### config.mk
export PLATFORM = sky130hd
export DESIGN_NAME = centred_stick_conditioner_top
export DESIGN_NICKNAME = d
export VERILOG_FILES = /design/src/sv/csc_pkg.sv /design/src/sv/centred_stick_conditioner_top.sv /design/src/sv/csc_ctrl.sv /design/src/sv/csc_datapath.sv
export SDC_FILE = /design/constraint.sdc
export NUM_CORES = 1
export LEC_CHECK = 0
export BUFFER_PORTS_ARGS = -buffer_cell sky130_fd_sc_hd__buf_2
export CAP_MARGIN = 20
export CORE_MARGIN = 10
export CORE_UTILIZATION = 35
export CTS_CLUSTER_SIZE = 24
export DETAILED_ROUTE_END_ITERATION = 16
export GPL_TIMING_DRIVEN = 0
export MAX_ROUTING_LAYER = met4
export PLACE_DENSITY = 0.46
export SYNTH_ARGS = -nofsm -noshare
export SYNTH_HDL_FRONTEND = slang
export SYNTH_SLANG_ARGS = --single-unit
export TNS_END_PERCENT = 100
### constraint.sdc
create_clock -name clock -period 11.2 [get_ports clock]
set_input_delay 0.56 -clock clock [delete_from_list [all_inputs] [get_ports clock]]
set_output_delay 0.56 -clock clock [all_outputs]
set_load 0.05 [all_outputs]
### src/sv/csc_pkg.sv
`timescale 1ns / 1ps
`default_nettype none
// ----------------------------------------------------------------------------
// Centred stick conditioner package
// Shared widths, constants, register indexes, controller states and the
// command and status bundles between controller and datapath.
// ----------------------------------------------------------------------------
package csc_pkg;

   // Defaults for the top-level parameters
   localparam int HISTORY_DEPTH_DEFAULT = 9;
   localparam int SAMPLE_BITS_DEFAULT   = 10;

   // Fixed field widths
   localparam int LEVEL_W     = 10;
   localparam int MARGIN_W    = 8;
   localparam int POS_W       = 10;
   localparam int DIR_W       = 2;
   localparam int STEP_W      = 4;
   localparam int CSR_INDEX_W = 2;
   localparam int CSR_DATA_W  = 10;
   localparam int SCALE_W     = 9;   // bits of the 500 scale factor

   // Register indexes
   localparam logic [CSR_INDEX_W-1:0] CSR_LOW_LEVEL   = 2'd0;
   localparam logic [CSR_INDEX_W-1:0] CSR_HIGH_LEVEL  = 2'd1;
   localparam logic [CSR_INDEX_W-1:0] CSR_DEAD_MARGIN = 2'd2;

   // Register reset values
   localparam logic [LEVEL_W-1:0]  LOW_LEVEL_RESET   = 10'd0;
   localparam logic [LEVEL_W-1:0]  HIGH_LEVEL_RESET  = 10'd1023;
   localparam logic [MARGIN_W-1:0] DEAD_MARGIN_RESET = 8'd8;
   localparam int                  CENTRE_RESET      = 512;

   // Position scale
   localparam logic [POS_W-1:0] POS_ZERO   = 10'd0;
   localparam logic [POS_W-1:0] POS_CENTRE = 10'd500;
   localparam logic [POS_W-1:0] POS_FULL   = 10'd1000;

   // Divide by 50 as multiply by 1311 and shift by 16, exact for 0..500
   localparam int                     STEP_RECIP_W = 11;
   localparam logic [STEP_RECIP_W-1:0] STEP_RECIP  = 11'd1311;
   localparam int                     STEP_SHIFT   = 16;

   // Direction codes
   localparam logic [DIR_W-1:0] DIR_CENTRED  = 2'd0;
   localparam logic [DIR_W-1:0] DIR_POSITIVE = 2'd1;
   localparam logic [DIR_W-1:0] DIR_NEGATIVE = 2'd2;

   typedef enum logic [2:0] {
      ST_IDLE,
      ST_MEDIAN,
      ST_SETUP,
      ST_DIVIDE,
      ST_POSITION,
      ST_LOAD
   } csc_state_type;

   typedef struct packed {
      logic capture;
      logic med_step;
      logic setup;
      logic div_step;
      logic position;
      logic load_out;
   } csc_cmd_type;

   typedef struct packed {
      logic cal_req;
      logic med_done;
      logic bypass;
      logic div_done;
   } csc_status_type;

endpackage
`default_nettype wire

### src/sv/centred_stick_conditioner_top.sv
`timescale 1ns / 1ps
`default_nettype none
// Each beat carries one raw stick sample and an action; one result beat comes
// back per item, in order. An item is taken, then passes through the median
// rank scan if it calibrates (action 1, or the first item after reset), map
// setup, the one-bit-per-cycle restoring divider and the position step when
// the sample lies outside the dead band with a positive span, and the load
// of the output register, which waits until that register is free. The next
// item is taken in the cycle after the load, while the previous result may
// still wait on rsp_ready.
// ----------------------------------------------------------------------------
// Centred stick conditioner
// Median-of-history midpoint calibration, dead band and span mapping of a
// raw stick sample to a 0..1000 position with a coarse signed step.
// ----------------------------------------------------------------------------
module centred_stick_conditioner_top #(
   parameter int HISTORY_DEPTH = csc_pkg::HISTORY_DEPTH_DEFAULT,
   parameter int SAMPLE_BITS   = csc_pkg::SAMPLE_BITS_DEFAULT
) (
   input  logic                            clock,
   input  logic                            reset,
   input  logic                            csr_write_en,
   input  logic [csc_pkg::CSR_INDEX_W-1:0] csr_index,
   input  logic [csc_pkg::CSR_DATA_W-1:0]  csr_wdata,
   input  logic                            req_valid,
   output logic                            req_ready,
   input  logic                            req_action,
   input  logic [SAMPLE_BITS-1:0]          req_sample,
   output logic                            rsp_valid,
   input  logic                            rsp_ready,
   output logic [csc_pkg::POS_W-1:0]       rsp_position,
   output logic [csc_pkg::DIR_W-1:0]       rsp_direction,
   output logic [csc_pkg::STEP_W-1:0]      rsp_step,
   output logic [csc_pkg::LEVEL_W-1:0]     rsp_centre_now
);

   csc_pkg::csc_cmd_type    cmd;
   csc_pkg::csc_status_type status;

   csc_ctrl u_ctrl (
      .clock     (clock),
      .reset     (reset),
      .req_valid (req_valid),
      .req_ready (req_ready),
      .rsp_valid (rsp_valid),
      .rsp_ready (rsp_ready),
      .status    (status),
      .cmd       (cmd)
   );

   csc_datapath #(
      .HISTORY_DEPTH (HISTORY_DEPTH),
      .SAMPLE_BITS   (SAMPLE_BITS)
   ) u_datapath (
      .clock          (clock),
      .reset          (reset),
      .csr_write_en   (csr_write_en),
      .csr_index      (csr_index),
      .csr_wdata      (csr_wdata),
      .req_action     (req_action),
      .req_sample     (req_sample),
      .cmd            (cmd),
      .status         (status),
      .rsp_position   (rsp_position),
      .rsp_direction  (rsp_direction),
      .rsp_step       (rsp_step),
      .rsp_centre_now (rsp_centre_now)
   );

endmodule
`default_nettype wire

### src/sv/csc_ctrl.sv
`timescale 1ns / 1ps
`default_nettype none
// ----------------------------------------------------------------------------
// Centred stick conditioner controller
// Sequences capture, median scan, map setup, divide, position and result
// load, and owns both handshakes.
// ----------------------------------------------------------------------------
module csc_ctrl (
   input  logic                    clock,
   input  logic                    reset,
   input  logic                    req_valid,
   output logic                    req_ready,
   output logic                    rsp_valid,
   input  logic                    rsp_ready,
   input  csc_pkg::csc_status_type status,
   output csc_pkg::csc_cmd_type    cmd
);

   csc_pkg::csc_state_type state_ff;
   csc_pkg::csc_state_type state_in;
   logic                   rsp_valid_ff;
   logic                   rsp_valid_in;

   always_ff @(posedge clock) begin
      if (reset) begin
         state_ff     <= csc_pkg::ST_IDLE;
         rsp_valid_ff <= 1'b0;
      end else begin
         state_ff     <= state_in;
         rsp_valid_ff <= rsp_valid_in;
      end
   end

   always_comb begin
      state_in     = state_ff;
      cmd          = '0;
      req_ready    = 1'b0;
      rsp_valid_in = rsp_valid_ff && !rsp_ready;
      case (state_ff)
         csc_pkg::ST_IDLE: begin
            req_ready = 1'b1;
            if (req_valid) begin
               cmd.capture = 1'b1;
               state_in    = status.cal_req ? csc_pkg::ST_MEDIAN : csc_pkg::ST_SETUP;
            end
         end
         csc_pkg::ST_MEDIAN: begin
            cmd.med_step = 1'b1;
            if (status.med_done) begin
               state_in = csc_pkg::ST_SETUP;
            end
         end
         csc_pkg::ST_SETUP: begin
            cmd.setup = 1'b1;
            state_in  = status.bypass ? csc_pkg::ST_LOAD : csc_pkg::ST_DIVIDE;
         end
         csc_pkg::ST_DIVIDE: begin
            cmd.div_step = 1'b1;
            if (status.div_done) begin
               state_in = csc_pkg::ST_POSITION;
            end
         end
         csc_pkg::ST_POSITION: begin
            cmd.position = 1'b1;
            state_in     = csc_pkg::ST_LOAD;
         end
         csc_pkg::ST_LOAD: begin
            // hold until the output register is free
            if (!rsp_valid_ff || rsp_ready) begin
               cmd.load_out = 1'b1;
               rsp_valid_in = 1'b1;
               state_in     = csc_pkg::ST_IDLE;
            end
         end
         default: begin
            state_in = csc_pkg::ST_IDLE;
         end
      endcase
   end

   assign rsp_valid = rsp_valid_ff;

`ifndef SYNTHESIS
   a_load_when_free: assert property (@(posedge clock) disable iff (reset)
      cmd.load_out |-> (!rsp_valid_ff || rsp_ready))
      else $error("result loaded over an untaken beat");

   a_one_item_at_a_time: assert property (@(posedge clock) disable iff (reset)
      (req_valid && req_ready) |=> !req_ready)
      else $error("input taken while an item is in flight");

   a_rsp_from_load: assert property (@(posedge clock) disable iff (reset)
      $rose(rsp_valid_ff) |-> $past(cmd.load_out))
      else $error("result valid without a load");

   a_divide_exit: assert property (@(posedge clock) disable iff (reset)
      (state_ff == csc_pkg::ST_DIVIDE && status.div_done) |=>
      state_ff == csc_pkg::ST_POSITION)
      else $error("divide did not hand over to position");
`endif

endmodule
`default_nettype wire

### src/sv/csc_datapath.sv
`timescale 1ns / 1ps
`default_nettype none
// ----------------------------------------------------------------------------
// Centred stick conditioner datapath
// Settings registers, calibration history with rank-scan median, span setup,
// restoring divider and result registers.
// ----------------------------------------------------------------------------
module csc_datapath #(
   parameter int HISTORY_DEPTH = csc_pkg::HISTORY_DEPTH_DEFAULT,
   parameter int SAMPLE_BITS   = csc_pkg::SAMPLE_BITS_DEFAULT
) (
   input  logic                            clock,
   input  logic                            reset,
   input  logic                            csr_write_en,
   input  logic [csc_pkg::CSR_INDEX_W-1:0] csr_index,
   input  logic [csc_pkg::CSR_DATA_W-1:0]  csr_wdata,
   input  logic                            req_action,
   input  logic [SAMPLE_BITS-1:0]          req_sample,
   input  csc_pkg::csc_cmd_type            cmd,
   output csc_pkg::csc_status_type         status,
   output logic [csc_pkg::POS_W-1:0]       rsp_position,
   output logic [csc_pkg::DIR_W-1:0]       rsp_direction,
   output logic [csc_pkg::STEP_W-1:0]      rsp_step,
   output logic [csc_pkg::LEVEL_W-1:0]     rsp_centre_now
);

   localparam int CTR_W    = (SAMPLE_BITS > csc_pkg::LEVEL_W) ? SAMPLE_BITS : csc_pkg::LEVEL_W;
   localparam int DIV_W    = CTR_W + csc_pkg::SCALE_W;
   localparam int IDX_W    = $clog2(HISTORY_DEPTH);
   localparam int RANK_W   = $clog2(HISTORY_DEPTH + 1);
   localparam int DCNT_W   = $clog2(DIV_W);
   localparam int MED_RANK = HISTORY_DEPTH / 2;
   localparam int PROD_W   = csc_pkg::POS_W + csc_pkg::STEP_RECIP_W;

   // settings
   logic [csc_pkg::LEVEL_W-1:0]  low_level_ff, low_level_in;
   logic [csc_pkg::LEVEL_W-1:0]  high_level_ff, high_level_in;
   logic [csc_pkg::MARGIN_W-1:0] dead_margin_ff, dead_margin_in;

   // calibration state
   logic [CTR_W-1:0] hist_ff [HISTORY_DEPTH];
   logic [CTR_W-1:0] hist_in [HISTORY_DEPTH];
   logic [CTR_W-1:0] centre_ff, centre_in;
   logic             calibrated_ff, calibrated_in;

   // working registers
   logic [CTR_W-1:0]            sample_ff, sample_in;
   logic [IDX_W-1:0]            med_idx_ff, med_idx_in;
   logic                        upper_ff, upper_in;
   logic [CTR_W-1:0]            span_ff, span_in;
   logic [CTR_W-1:0]            rem_ff, rem_in;
   logic [DIV_W-1:0]            quo_ff, quo_in;
   logic [DCNT_W-1:0]           div_cnt_ff, div_cnt_in;
   logic [csc_pkg::POS_W-1:0]   pos_ff, pos_in;

   // result registers
   logic [csc_pkg::POS_W-1:0]   position_ff, position_in;
   logic [csc_pkg::DIR_W-1:0]   direction_ff, direction_in;
   logic [csc_pkg::STEP_W-1:0]  step_ff, step_in;
   logic [csc_pkg::LEVEL_W-1:0] centre_now_ff, centre_now_in;

   // median rank scan
   logic [CTR_W-1:0]          med_val;
   logic [HISTORY_DEPTH-1:0]  lt_vec;
   logic [HISTORY_DEPTH-1:0]  eq_vec;
   logic [RANK_W-1:0]         rank;

   // map setup
   logic [CTR_W:0]            mid_x, s_x, m_x, hi_x, lo_x;
   logic [CTR_W:0]            mid_pm, s_pm, lo_pm, up_span_x, lo_span_x;
   logic                      is_upper, is_lower, up_ok, lo_ok, bypass;
   logic [CTR_W-1:0]          diff;
   logic [DIV_W-1:0]          dividend;
   logic [csc_pkg::POS_W-1:0] bypass_pos;

   // divider and position
   logic [CTR_W:0]            rem_sh;
   logic [CTR_W:0]            rem_sub;
   logic                      quo_bit;
   logic                      sat;
   logic [csc_pkg::POS_W-1:0] q_lo;

   // coarse step
   logic [csc_pkg::POS_W-1:0]  pos_delta;
   logic [PROD_W-1:0]          prod;
   logic [csc_pkg::STEP_W-1:0] mag;

   always_ff @(posedge clock) begin
      if (reset) begin
         low_level_ff   <= csc_pkg::LOW_LEVEL_RESET;
         high_level_ff  <= csc_pkg::HIGH_LEVEL_RESET;
         dead_margin_ff <= csc_pkg::DEAD_MARGIN_RESET;
         for (int i = 0; i < HISTORY_DEPTH; i++) begin
            hist_ff[i] <= CTR_W'(csc_pkg::CENTRE_RESET);
         end
         centre_ff     <= CTR_W'(csc_pkg::CENTRE_RESET);
         calibrated_ff <= 1'b0;
         med_idx_ff    <= '0;
         div_cnt_ff    <= '0;
      end else begin
         low_level_ff   <= low_level_in;
         high_level_ff  <= high_level_in;
         dead_margin_ff <= dead_margin_in;
         for (int i = 0; i < HISTORY_DEPTH; i++) begin
            hist_ff[i] <= hist_in[i];
         end
         centre_ff     <= centre_in;
         calibrated_ff <= calibrated_in;
         med_idx_ff    <= med_idx_in;
         div_cnt_ff    <= div_cnt_in;
      end
   end

   always_ff @(posedge clock) begin
      sample_ff     <= sample_in;
      upper_ff      <= upper_in;
      span_ff       <= span_in;
      rem_ff        <= rem_in;
      quo_ff        <= quo_in;
      pos_ff        <= pos_in;
      position_ff   <= position_in;
      direction_ff  <= direction_in;
      step_ff       <= step_in;
      centre_now_ff <= centre_now_in;
   end

   // rank of the scanned entry in a stable sort of the history
   always_comb begin
      med_val = hist_ff[med_idx_ff];
      for (int j = 0; j < HISTORY_DEPTH; j++) begin
         lt_vec[j] = hist_ff[j] < med_val;
         eq_vec[j] = (IDX_W'(j) < med_idx_ff) && (hist_ff[j] == med_val);
      end
      rank = RANK_W'($countones(lt_vec)) + RANK_W'($countones(eq_vec));
   end

   // side of the dead band, span and scaled distance
   always_comb begin
      mid_x     = {1'b0, centre_ff};
      s_x       = {1'b0, sample_ff};
      m_x       = (CTR_W + 1)'(dead_margin_ff);
      hi_x      = (CTR_W + 1)'(high_level_ff);
      lo_x      = (CTR_W + 1)'(low_level_ff);
      mid_pm    = mid_x + m_x;
      s_pm      = s_x + m_x;
      lo_pm     = lo_x + m_x;
      is_upper  = s_x > mid_pm;
      is_lower  = s_pm < mid_x;
      up_ok     = hi_x > mid_pm;
      lo_ok     = mid_x > lo_pm;
      up_span_x = hi_x - mid_pm;
      lo_span_x = mid_x - lo_pm;
      diff      = is_upper ? (sample_ff - centre_ff) : (centre_ff - sample_ff);
      dividend  = DIV_W'(diff) * DIV_W'(csc_pkg::POS_CENTRE);
      bypass    = !((is_upper && up_ok) || (is_lower && lo_ok));
      if (is_upper) begin
         bypass_pos = csc_pkg::POS_FULL;
      end else if (is_lower) begin
         bypass_pos = csc_pkg::POS_ZERO;
      end else begin
         bypass_pos = csc_pkg::POS_CENTRE;
      end
   end

   // one restoring divide step, position and coarse step
   always_comb begin
      rem_sh  = {rem_ff, quo_ff[DIV_W-1]};
      quo_bit = rem_sh >= {1'b0, span_ff};
      rem_sub = quo_bit ? (rem_sh - {1'b0, span_ff}) : rem_sh;
      sat     = quo_ff >= DIV_W'(csc_pkg::POS_CENTRE);
      q_lo    = quo_ff[csc_pkg::POS_W-1:0];
      if (pos_ff >= csc_pkg::POS_CENTRE) begin
         pos_delta = pos_ff - csc_pkg::POS_CENTRE;
      end else begin
         pos_delta = csc_pkg::POS_CENTRE - pos_ff;
      end
      prod = PROD_W'(pos_delta) * PROD_W'(csc_pkg::STEP_RECIP);
      mag  = prod[csc_pkg::STEP_SHIFT +: csc_pkg::STEP_W];
   end

   always_comb begin
      low_level_in   = low_level_ff;
      high_level_in  = high_level_ff;
      dead_margin_in = dead_margin_ff;
      for (int i = 0; i < HISTORY_DEPTH; i++) begin
         hist_in[i] = hist_ff[i];
      end
      centre_in     = centre_ff;
      calibrated_in = calibrated_ff;
      sample_in     = sample_ff;
      med_idx_in    = med_idx_ff;
      upper_in      = upper_ff;
      span_in       = span_ff;
      rem_in        = rem_ff;
      quo_in        = quo_ff;
      div_cnt_in    = div_cnt_ff;
      pos_in        = pos_ff;
      position_in   = position_ff;
      direction_in  = direction_ff;
      step_in       = step_ff;
      centre_now_in = centre_now_ff;

      if (csr_write_en) begin
         case (csr_index)
            csc_pkg::CSR_LOW_LEVEL:   low_level_in   = csr_wdata[csc_pkg::LEVEL_W-1:0];
            csc_pkg::CSR_HIGH_LEVEL:  high_level_in  = csr_wdata[csc_pkg::LEVEL_W-1:0];
            csc_pkg::CSR_DEAD_MARGIN: dead_margin_in = csr_wdata[csc_pkg::MARGIN_W-1:0];
            default: begin
            end
         endcase
      end

      if (cmd.capture) begin
         sample_in  = CTR_W'(req_sample);
         med_idx_in = '0;
         // shift the new sample into the history
         if (status.cal_req) begin
            for (int i = 0; i < HISTORY_DEPTH - 1; i++) begin
               hist_in[i] = hist_ff[i + 1];
            end
            hist_in[HISTORY_DEPTH-1] = CTR_W'(req_sample);
            calibrated_in            = 1'b1;
         end
      end

      if (cmd.med_step) begin
         if (rank == RANK_W'(MED_RANK)) begin
            centre_in = med_val;
         end
         med_idx_in = med_idx_ff + IDX_W'(1);
      end

      if (cmd.setup) begin
         upper_in   = is_upper;
         span_in    = is_upper ? up_span_x[CTR_W-1:0] : lo_span_x[CTR_W-1:0];
         quo_in     = dividend;
         rem_in     = '0;
         div_cnt_in = '0;
         if (bypass) begin
            pos_in = bypass_pos;
         end
      end

      if (cmd.div_step) begin
         rem_in     = rem_sub[CTR_W-1:0];
         quo_in     = {quo_ff[DIV_W-2:0], quo_bit};
         div_cnt_in = div_cnt_ff + DCNT_W'(1);
      end

      if (cmd.position) begin
         // clamp on the quotient before the add or subtract
         if (upper_ff) begin
            pos_in = sat ? csc_pkg::POS_FULL : (csc_pkg::POS_CENTRE + q_lo);
         end else begin
            pos_in = sat ? csc_pkg::POS_ZERO : (csc_pkg::POS_CENTRE - q_lo);
         end
      end

      if (cmd.load_out) begin
         position_in   = pos_ff;
         step_in       = mag;
         centre_now_in = centre_ff[csc_pkg::LEVEL_W-1:0];
         if (mag == '0) begin
            direction_in = csc_pkg::DIR_CENTRED;
         end else if (pos_ff > csc_pkg::POS_CENTRE) begin
            direction_in = csc_pkg::DIR_POSITIVE;
         end else begin
            direction_in = csc_pkg::DIR_NEGATIVE;
         end
      end
   end

   assign status.cal_req  = req_action || !calibrated_ff;
   assign status.med_done = med_idx_ff == IDX_W'(HISTORY_DEPTH - 1);
   assign status.bypass   = bypass;
   assign status.div_done = div_cnt_ff == DCNT_W'(DIV_W - 1);

   assign rsp_position   = position_ff;
   assign rsp_direction  = direction_ff;
   assign rsp_step       = step_ff;
   assign rsp_centre_now = centre_now_ff;

endmodule
`default_nettype wire

Word level (Yosys, flattened, before mapping)

Memory sizes are Yosys's and may differ from the RTL's. A register that Yosys moved wholly into a read port is not among the register bits.
Cells that the tools add are included.

Bitwise logic cells: 9
Muxes and demuxes: 55
Reduce and logical (&&, ||, !) cells: 31
Add/sub/neg operators: 31
Order comparisons: 26
Multipliers: 2
Equality and inequality tests: 24

Operators by type and width:

| kind                   | number |
|---|---|
| $mux 10                | 22 |
| $mux 90                | 2 |
| $eq 10x10->1           | 9 |
| $lt 10x10->1           | 9 |
| $sub 10x10->10         | 5 |
| $mux 19                | 2 |
| $add 10x8->11          | 3 |
| $gt 10x11->1           | 3 |
| $add 4x4->4            | 7 |
| $mul 10x11->20 const B | 1 |
| $sub 9x10->10 const A  | 2 |
| $ge 19x9->1 const B    | 1 |
| $pmux 3 s6             | 1 |
| $mul 10x7->17 const B  | 1 |
| $add 1x1->2            | 8 |
| $lt 3x4->1 const A     | 4 |
| $mux 4                 | 4 |
| $mux 3                 | 5 |
| $mux 1                 | 14 |
| $logic_and 1x1->1      | 12 |
| $reduce_and 2->1       | 6 |
| $ge 11x10->1           | 1 |
| $lt 11x10->1           | 1 |
| $add 9x10->10 const A  | 1 |
| other kinds (30)       | 54 |

Output and inout bits: 28
Logic and storage cells: 198
Input port bits: 28
Register bits after elaboration: 138
RAM bits: 90
Memories: 1

Memories:

| memory             | words | width | read ports | clocked after Yosys merged registers in | wr ports | RTL line           | source |
|---|---|---|---|---|---|---|---|
| u_datapath.hist_ff | 9     | 10    | 10         | 1                                       | 9        | csc_datapath.sv:41 | `logic [CTR_W-1:0] hist_ff [HISTORY_DEPTH];` |

Depth between registers and ports, before layout

An unclocked memory read counts as a cell.

Word-level depth: 10
Depth in mapped cells: 40
Depth with buffers taken out: 39

By module

From an unflattened synthesis, not the netlist that was laid out.

Cells, all modules: 2089
Area, all modules: 19342.3 µm²

Modules (own cells, without submodules):

| module       | area an instance (µm²) | instances | cells an instance | seq. area each (µm²) |
|---|---|---|---|---|
| csc_datapath | 19017.0                | 1         | 2050              | 5425.2 |
| csc_ctrl     | 325.3                  | 1         | 39                | 80.1 |

Worst setup path after synthesis

Ideal clock, no wire load.

Path type: register to register
Start: register u_datapath.centre_ff[1]
End: register u_datapath.quo_ff[18], data pin
Path buffers: 1
Setup slack: 3.394 ns
Library setup time: 0.269 ns
Arrival time: 7.537 ns
Data required time: 10.931 ns
Period minus slack after synthesis: 7.806 ns
Stages on the path, launching flop included: 36
Cell sequence: dfxtp_1 > inv_1 > fa_1 > nor2b_4 > o2111ai_1 > nand3_2 > nor2_1 > xor2_1 > ha_1 > nand4_1 > a21oi_1 > nor3_1 > a21oi_1 > a22oi_1 > o211ai_2 > nand2_2 > inv_1 > buf_2 > nor2_1 > nor2_1 > xor2_1 > inv_1 > fa_1 > fa_1 > fa_1 > fa_1 > inv_1 > ha_1 > inv_1 > o21bai_1 > a21oi_1 > o311ai_0 > or4_1 > a31oi_1 > xnor2_1 > o21ai_0

Longest elaborated chain between the ends: 6
Elaborated cells between the ends (all ways): 8
Those cells by class: add/sub (3); mul (1); order compare (1); mux (3)

Ends and longest elaborated chain:

| element                   | RTL line            | source |
|---|---|---|
| start: declaration        | csc_datapath.sv:43  | `logic [CTR_W-1:0] centre_ff, centre_in;` |
| start signal: assignment  | csc_datapath.sv:96  | `centre_ff <= CTR_W'(csc_pkg::CENTRE_RESET);` |
| start signal: assignment  | csc_datapath.sv:107 | `centre_ff <= centre_in;` |
| $add 10x8->11             | csc_datapath.sv:144 | `mid_pm = mid_x + m_x;` |
| $gt 10x11->1              | csc_datapath.sv:147 | `is_upper = s_x > mid_pm;` |
| $mux 10 (*)               | csc_datapath.sv:153 | `diff = is_upper ? (sample_ff - centre_ff) : (centre_ff - sample_ff);` |
| $mul 10x7->17 (*)         | csc_datapath.sv:154 | `dividend = DIV_W'(diff) * DIV_W'(csc_pkg::POS_CENTRE);` |
| $mux 19 (*)               | csc_datapath.sv:233 | `if (cmd.setup) begin` |
| $mux 19 (*)               | csc_datapath.sv:244 | `if (cmd.div_step) begin` |
| via u_datapath.quo_in[18] | csc_datapath.sv:52  | `logic [DIV_W-1:0] quo_ff, quo_in;` |
| end signal: assignment    | csc_datapath.sv:119 | `quo_ff <= quo_in;` |
| end: declaration          | csc_datapath.sv:52  |  |

Mark *: on every way through the listed nets, which the timed path passes. The rest lies on a longest branch. The select of a mux whose other input is x is not followed.
A chain may end at the register's enable or synchronous reset.

Final worst setup path

Ends and elaborated chain as after synthesis.

==> metrics.cfg <==
[sta]
setup_tns_ps = 0
slew_headroom_pct = 36.2
period_share_pct = 82.8
finalHoldViolations = 0
worst_slew_pin_slew_ps = 958
rsz0062_at_grt = false
period_needed_ps = 9270
setup_viol = 0
slew_viol_final = 0
fmax_mhz = 108
clock_skew_ps = 27.7

[yosys]
syn_area_per_cell_sq_um = 9.12
synthFlopType = dfxtp_1
syn-num-nets = 2528
ys_seq_area_share_pct = 28.5
yosysTopAreaCellShare_pct = 20.2
synth_most_common_cell = ha_1
synth_edf_count = 86
synth.area.top_cells = ha_1 20%, dfxtp_1 15%, edfxtp_1 13%
synth-seq-cells = 232
synth_cells = 2117
ys_async_sr_fraction_pct = 0
ys_warn_count = 0
yosysUniqueCellTypes = 78
netlist_area_sq_um = 19300
yosys.area.top_type = ha_1
synthTopCellsByCount = 312 x ha_1, 272 x nand2_1, 219 x inv_1

[finish]
drive_above_1_share_pct = 8.13
fin_cells = 2942
flow.area_growth_from_synthesis_pct = 11.9
fillers = 5519
fin_nets = 2626
antennaDiodeCount = 0
final_util_pct = 39.4

[clock_network]
clkSinkCount = 232
cts_max_level = 1
hold_buffers = 0
cts_buffer_depth = 3
cts_tree = built
cts_buffers = 29
cts_resized = 0
clkLatencyLatePin_ps = 580
cts_root_buf = clkbuf_16
post-cts-setup-buffer-count = 0
path_clk_slew_ps = 60

[placement]
gp_congestion = 0.889
hpwl_um = 45200
place_inst = 2887
portBuffers = 54

[setup_path]
slowest_delay_ps = 660
crit_required_ps = 11490
endpoint = u_datapath.quo_ff[18]
r2r_start = u_datapath.centre_ff[1]
crit_path_end_kind = register
worst-path-max-fanout = 10
arrival_ps = 9570
r2r-end = u_datapath.quo_ff[18]
reg2reg_depth = 35
critPathSlowestCell = dfxtp_1
critPathLaunchType = register
reg2reg_slack_ps = 1930
crit_type = register to register
crit_start = u_datapath.centre_ff[1]

[run_status]
status = finished, final reports clean

[detailed_routing]
via_per_inst = 5.15
drtAntennaViolNets = 0
drtIter0Drc = 881
via_count = 15100
firstDrtPassIters = 5
wl_per_cell_um = 19.0
drcViolationCount = 0
routed_wl_um = 55800

[grt]
grt_overflow = 0
grt_max_degree = 27
antenna_found_initial = 0
first_global_vias = 15100
grt_pass1_wl_um = 86500
grt_use_total_pct = 17.6

[worst_hold_path]
hp-class = input pin to register

[floorplanning]
ios = 56
die-area_sq_um = 65000
core_area_sq_um = 54900
die_h_um = 255
fp.dieW_um = 255
initial_core_util_pct = 35.2
fp-row-count = 86

[run]
drv_cap = 0

[flip-flops by register name, summed over array words and instances (netlist names), 5 cells and up, named ones only]
register / cells
u_datapath.centre_ff: 10
u_datapath.dead_margin_ff: 8
u_datapath.div_cnt_ff: 5
u_datapath.high_level_ff: 10
u_datapath.hist_ff: 90
u_datapath.low_level_ff: 10
u_datapath.pos_ff: 10
u_datapath.quo_ff: 19
u_datapath.rem_ff: 10
u_datapath.rsp_centre_now: 10
u_datapath.rsp_position: 10
u_datapath.sample_ff: 10
u_datapath.span_ff: 10
[routing by layer]
| metal | vias up | wire length (um) | track usage [%] |
|---|---|---|---|
| li1 | 7585 | - | - |
| met1 | 7262 | 27100 | 23.3 |
| met2 | 231 | 25600 | 28.3 |
| met3 | 66 | 1930 | 2.03 |
| met4 | 0 | 1130 | 4.27 |
| met5 | - | 0 | - |
[final cells by class]
type	instances	area, sq um	share of cell area [%]
multi-input cells	1601	12700	59.0
flip-flops and latches	232	5510	25.5
well taps	704	881	4.07
inverters	219	822	3.80
clock buffers	32	737	3.41
repair buffers	67	437	2.02
plain buffers	65	255	1.18
clock inverters	22	236	1.09
[critical path: cells and delay by family (launching register included)]
kind,cells,cell delay (ps)
flops,1,660
buf+inv,6,1060
fa+ha+maj,7,3190
compound gates,10,1800
simple gates,9,1310
xor+xnor,3,940
[per-stage QoR]
step / hold slack, ps / cell area (sq um) / setup slack [ps]
after floorplan: 424 / 19300 / 3390
after global placement: 464 / 20500 / 1610
after detailed placement: 461 / 20600 / 1910
after CTS: 155 / 21600 / 1850
after global routing: 170 / 21600 / 1170
final: 188 / 21600 / 1930
[kinds of logic after synthesis]
kind of cell / after synthesis / share of synthesized area [%]
AOI/OAI and AO/OA: 442 / 14.2
xor gates and xnor gates: 98 / 4.44
adders and majority gates: 387 / 27.8
buffers and inverters: 284 / 5.58
DFF: 232 / 28.5
muxes: 72 / 5.10
and+or+nand+nor: 602 / 14.4
[worst min-delay path by stage]
stage / startpoint / endpoint / slack (ps) / cells after the start
4_1_cts: req_sample[2] / u_datapath.sample_ff[2] / 160 / 1
2_1_floorplan: u_datapath.pos_ff[9] / u_datapath.rsp_position[9] / 420 / 0
5_1_grt: req_sample[4] / u_datapath.sample_ff[4] / 170 / 1
6_report: req_sample[2] / u_datapath.sample_ff[2] / 190 / 1
3_5_place_dp: u_datapath.pos_ff[9] / u_datapath.rsp_position[9] / 460 / 0
3_3_place_gp: u_datapath.pos_ff[9] / u_datapath.rsp_position[9] / 460 / 0
[cells in the final DEF, fill, tap and decap left out, drive strengths merged, types with 31 or more instances in the layout]
master	count
nor2b	34
a21oi	210
o21ai	77
buf	75
fa	71
inv	223
xor2	33
edfxtp	86
nor2	127
nand4	31
clkbuf	89
nand2	273
ha	312
xnor2	65
a21o	49
mux2i	46
dfxtp	146
Power is left out: the tool's default activity adds up to more than one toggle a clock period on the data nets, which glitch-free logic cannot reach.
